--- src/rtl/core/teadwp_pkg.sv ---
// Shared types and constants for the TEA decrypt pipeline with word premix.
package teadwp_pkg;

  localparam int unsigned WORD_W         = 32;
  localparam int unsigned PAIR_INDEX_W   = 9;
  localparam int unsigned CFG_INDEX_W    = 3;
  localparam int unsigned ROUNDS_DEFAULT = 32;
  localparam logic [WORD_W-1:0] TEA_DELTA = 32'h9E3779B9;

  // Configuration register indexes.
  localparam logic [CFG_INDEX_W-1:0] REG_KEY_WORD_0 = 3'd0;
  localparam logic [CFG_INDEX_W-1:0] REG_KEY_WORD_1 = 3'd1;
  localparam logic [CFG_INDEX_W-1:0] REG_KEY_WORD_2 = 3'd2;
  localparam logic [CFG_INDEX_W-1:0] REG_KEY_WORD_3 = 3'd3;

  typedef struct packed {
    logic [PAIR_INDEX_W-1:0] pair_index;
    logic [WORD_W-1:0]       cipher_even;
    logic [WORD_W-1:0]       cipher_odd;
  } req_t;

  typedef struct packed {
    logic [WORD_W-1:0] plain_even;
    logic [WORD_W-1:0] plain_odd;
  } rsp_t;

  typedef struct packed {
    logic [WORD_W-1:0] even;
    logic [WORD_W-1:0] odd;
  } pair_t;

  typedef logic [3:0][WORD_W-1:0] key_t;

endpackage

--- src/rtl/core/teadwp_round.sv ---
// One registered TEA decryption round with a fixed round sum.
module teadwp_round #(
  parameter logic [31:0] SUM = 32'h0
) (
  input  logic              clk,
  input  logic              rst,
  input  teadwp_pkg::key_t  key,
  input  logic              up_valid,
  input  teadwp_pkg::pair_t up_data,
  output logic              up_ready,
  output logic              down_valid,
  output teadwp_pkg::pair_t down_data,
  input  logic              down_ready
);
  import teadwp_pkg::*;

  pair_t             result;
  logic [WORD_W-1:0] v1_new;

  always_comb begin
    v1_new = up_data.odd - (((up_data.even << 4) + key[2]) ^ (up_data.even + SUM)
                            ^ ((up_data.even >> 5) + key[3]));
    result.odd  = v1_new;
    result.even = up_data.even - (((v1_new << 4) + key[0]) ^ (v1_new + SUM)
                                  ^ ((v1_new >> 5) + key[1]));
  end

  assign up_ready = !down_valid || down_ready;

  always_ff @(posedge clk) begin
    if (rst) begin
      down_valid <= 1'b0;
    end else if (up_ready) begin
      down_valid <= up_valid;
    end
    if (up_ready) begin
      down_data <= result;
    end
  end

endmodule

--- config.mk ---
export PLATFORM = sky130hd
export DESIGN_NAME = teadwp_round
export DESIGN_NICKNAME = d
export VERILOG_FILES = /design/src/rtl/core/teadwp_pkg.sv /design/src/rtl/core/teadwp_round.sv
export SDC_FILE = /design/constraint.sdc
export NUM_CORES = 1
export LEC_CHECK = 0
export ABC_CLOCK_PERIOD_IN_PS = 10700
export BUFFER_PORTS_ARGS = -buffer_cell sky130_fd_sc_hd__buf_2
export CAP_MARGIN = 20
export CORE_ASPECT_RATIO = 0.6
export CORE_MARGIN = 4
export CORE_UTILIZATION = 58
export CTS_BUF_LIST = sky130_fd_sc_hd__clkbuf_4 sky130_fd_sc_hd__clkbuf_8
export DETAILED_ROUTE_END_ITERATION = 8
export GPL_TIMING_DRIVEN = 1
export HOLD_SLACK_MARGIN = 0.15
export PLACE_DENSITY = 0.84
export SLEW_MARGIN = 25
export SYNTH_ARGS = -nofsm -noshare
export SYNTH_HDL_FRONTEND = slang
export SYNTH_SLANG_ARGS = --single-unit
--- constraint.sdc ---
create_clock -name clk -period 10.7 [get_ports clk]
set_input_delay 0.535 -clock clk [delete_from_list [all_inputs] [get_ports clk]]
set_output_delay 0.535 -clock clk [all_outputs]
set_load 0.01 [all_outputs]
==> flow_metrics.py <==
metrics = {
    "worst_hold_path": {
        "min_to": "down_valid",
        "whs_path_depth": 2,
        "min-delay-start": "rst",
        "hp-class": "input port to flop",
    },
    "job": {
        "max_cap_violations": 0,
    },
    "worst_setup_path": {
        "cpPeakStageDelay_ns": 0.65,
        "critPathLaunch": "up_data[37]",
        "slowest_stage": "a2111oi_0",
        "path_class": "input port to flop",
        "crit_fanout": 6,
        "arrival_ns": 9.32,
        "crit_family": "compound AO/OA/AOI/OAI gates",
        "reg2reg_depth": 2,
        "cp-start-kind": "input port",
        "worst-path-buf-inv": 1,
        "r2r_slack_ns": 9.19,
        "r2r_end": "down_data[27]",
        "cp_common_cell": "xnor2_1",
        "reg2reg_from": "down_valid",
        "endpoint_kind": "flop",
        "required_ns": 10.81,
    },
    "logic_synthesis": {
        "syn_inst": 1326,
        "synth_edf_count": 64,
        "synth_area_leaders": "ha_1 (19%), xnor2_1 (17%), edfxtp_1 (17%)",
        "yosysTopAreaCell": "ha_1",
        "ys_warn_count": 0,
        "synth_compound_area_share_pct": 26.20,
        "muxShareOfSynthArea_pct": 0.08716,
        "yosys.area_share.adder_pct": 20.11,
        "syn-cell-area_um2": 11480,
        "synth_area_per_cell_um2": 8.661,
        "yosysUniqueCellTypes": 76,
        "netlist.area_leader.share_pct": 19.07,
        "yosys.area_share.simple_pct": 12.29,
        "synth-xor-area-share_pct": 22.51,
        "synth_top_family_by_area": "compound AO/OA/AOI/OAI gates",
        "syn_nets": 1703,
        "ys_seq_elements": 65,
        "synthFlopType": "edfxtp_1",
        "synth_seq_area_share_pct": 16.91,
        "ys_async_sr_fraction_pct": 0,
        "ys_top_cells_by_count": "xnor2_1 (226), ha_1 (175), a21oi_1 (132)",
        "synth.most_common_cell": "xnor2_1",
    },
    "place": {
        "gp_congestion": 0.9886,
        "hpwl_um": 33380,
        "io_buffers": 261,
        "placed_area_um2": 13110,
    },
    "global_routing": {
        "grt_max_degree": 67,
        "overflow": 0,
        "grt_pass1_vias": 10762,
        "grt_usage_pct": 34.61,
        "antenna_found_initial": 0,
        "grt_first_pass_wirelength_um": 59520,
    },
    "detailed_routing": {
        "via_per_inst": 6.206,
        "vias": 11575,
        "drt_iter0_drc": 1312,
        "drc": 0,
        "wire_per_inst_um": 21.27,
        "dr.pass1.iters": 6,
        "ant_nets": 0,
        "drt-total-wl_um": 39680,
    },
    "clock_network": {
        "cts-htree-levels": 3,
        "cts_setup_buffers": 0,
        "clk_latency_ns": 0.38,
        "clockBufferDepth": 2,
        "cts_hold_buf": 0,
        "clk_pin_slew_ns": 0.08,
        "cts_resized": 0,
        "cts_made_buffers": 9,
        "clock_sinks": 65,
        "cts_tree": "yes",
        "root_buffer": "clkbuf_8",
    },
    "die": {
        "die_w_um": 189.7,
        "num_io_pins": 262,
        "coreArea_um2": 19230,
        "die_y_um": 117,
        "dieArea_um2": 22190,
        "initial_core_util_pct": 59.74,
        "rows": 39,
    },
    "layout": {
        "register_area_um2": 1942,
        "fin_util_pct": 69.19,
        "nFillCells": 1620,
        "syn_to_final_growth_pct": 15.82,
        "fin_nets": 1971,
        "multi_input_area_um2": 9328,
        "drive_gt1_share_pct": 19.26,
        "final_area_um2": 13300,
        "diodes": 0,
    },
    "sta": {
        "max_freq_ghz": 0.1086,
        "finalSetupViolCount": 0,
        "worst_slew_pin_slew_ns": 0.9392,
        "slew_violations": 0,
        "hold_viol_final": 0,
        "slew_headroom_pct": 37.39,
        "fin_skew_ns": 0.01511,
        "fin_crit_ns": 9.208,
        "tns_ns": 0,
        "min_period_over_period_pct": 86.05,
        "rsz0062_at_grt": "false",
    },
    "run_status": {
        "outcome": "finished, final reports clean",
    },
}
[metrics by stage]
stage / setup WS (ns) / hold slack (ns) / cells
2_1_floorplan: 2.517 / 0.6041 / 1326
3_3_place_gp: 1.690 / 0.6927 / 1849
3_5_place_dp: 1.342 / 0.7010 / 1849
4_1_cts: 1.730 / 0.3090 / 1865
5_1_grt: 1.026 / 0.3160 / 1865
6_report: 1.493 / 0.3210 / 1865
[kinds of logic (layout without fill, tap and decap cells)]
| logic type | count (synthesis) | in the layout |
|---|---|---|
| compound gates | 447 | 447 |
| simple gates | 298 | 298 |
| xor+xnor | 280 | 280 |
| fa+ha+maj | 181 | 181 |
| flops | 65 | 65 |
| buf+inv | 54 | 327 |
| mux | 1 | 1 |
[cell usage in the layout (no fill, tap or decap), drive strengths merged, types with 7 or more instances in the layout]
| cell type | n |
|---|---|
| buf | 265 |
| xnor2 | 227 |
| ha | 175 |
| a21oi | 134 |
| a21o | 90 |
| nor2 | 87 |
| nand2 | 79 |
| edfxtp | 64 |
| o21ai | 59 |
| inv | 46 |
| xor2 | 44 |
| o21a | 33 |
| nand3 | 26 |
| o21bai | 23 |
| nor2b | 22 |
| and3 | 18 |
| nor3 | 16 |
| a31oi | 16 |
| o211ai | 16 |
| nand4 | 12 |
| nand2b | 12 |
| clkbuf | 12 |
| a211o | 9 |
| and2 | 8 |
| a2111oi | 8 |
| xnor3 | 8 |
| a211oi | 7 |
[how the worst max path moves through the flow]
stage               endpoint  slack [ns]  cells after the start
4_1_cts        down_data[63]        1.73                     38
2_1_floorplan  down_data[63]        2.52                     40
5_1_grt        down_data[63]        1.03                     38
6_report       down_data[63]        1.49                     38
3_5_place_dp   down_data[63]        1.34                     38
3_3_place_gp   down_data[63]        1.69                     41
[layout make-up]
class | instances | area share [%]
timing repair buffer | 265 | 10.05
inverter | 46 | 1.298
tap | 266 | 2.502
clock inverter | 4 | 0.3292
sequential | 65 | 14.60
clock buffer | 12 | 1.101
multi-input combinational | 1207 | 70.13
[worst reg2reg max path, delay by kind of cell, from the launching register on]
kind                   cells  cell delay, ns
flip-flops                 1            0.32
AND/OR/NAND/NOR            1            0.06
buffers and inverters      1            0.71
[flip-flops by register name (all words and copies together), names as in the netlist]
| name | count |
|---|---|
| down_valid | 1 |
| down_data | 64 |
[per-layer routing]
layer / GRT usage (%) / routed length [µm] / vias up
li1: - / - / 5456
met1: 52.34 / 18220 / 5346
met2: 45.52 / 14600 / 737
met3: 15.50 / 6472 / 36
met4: 4.913 / 382 / 0
met5: 0 / 0 / -
Power is not shown: default switching activity piles up to over one toggle a cycle in this logic, so the estimate is an artifact.
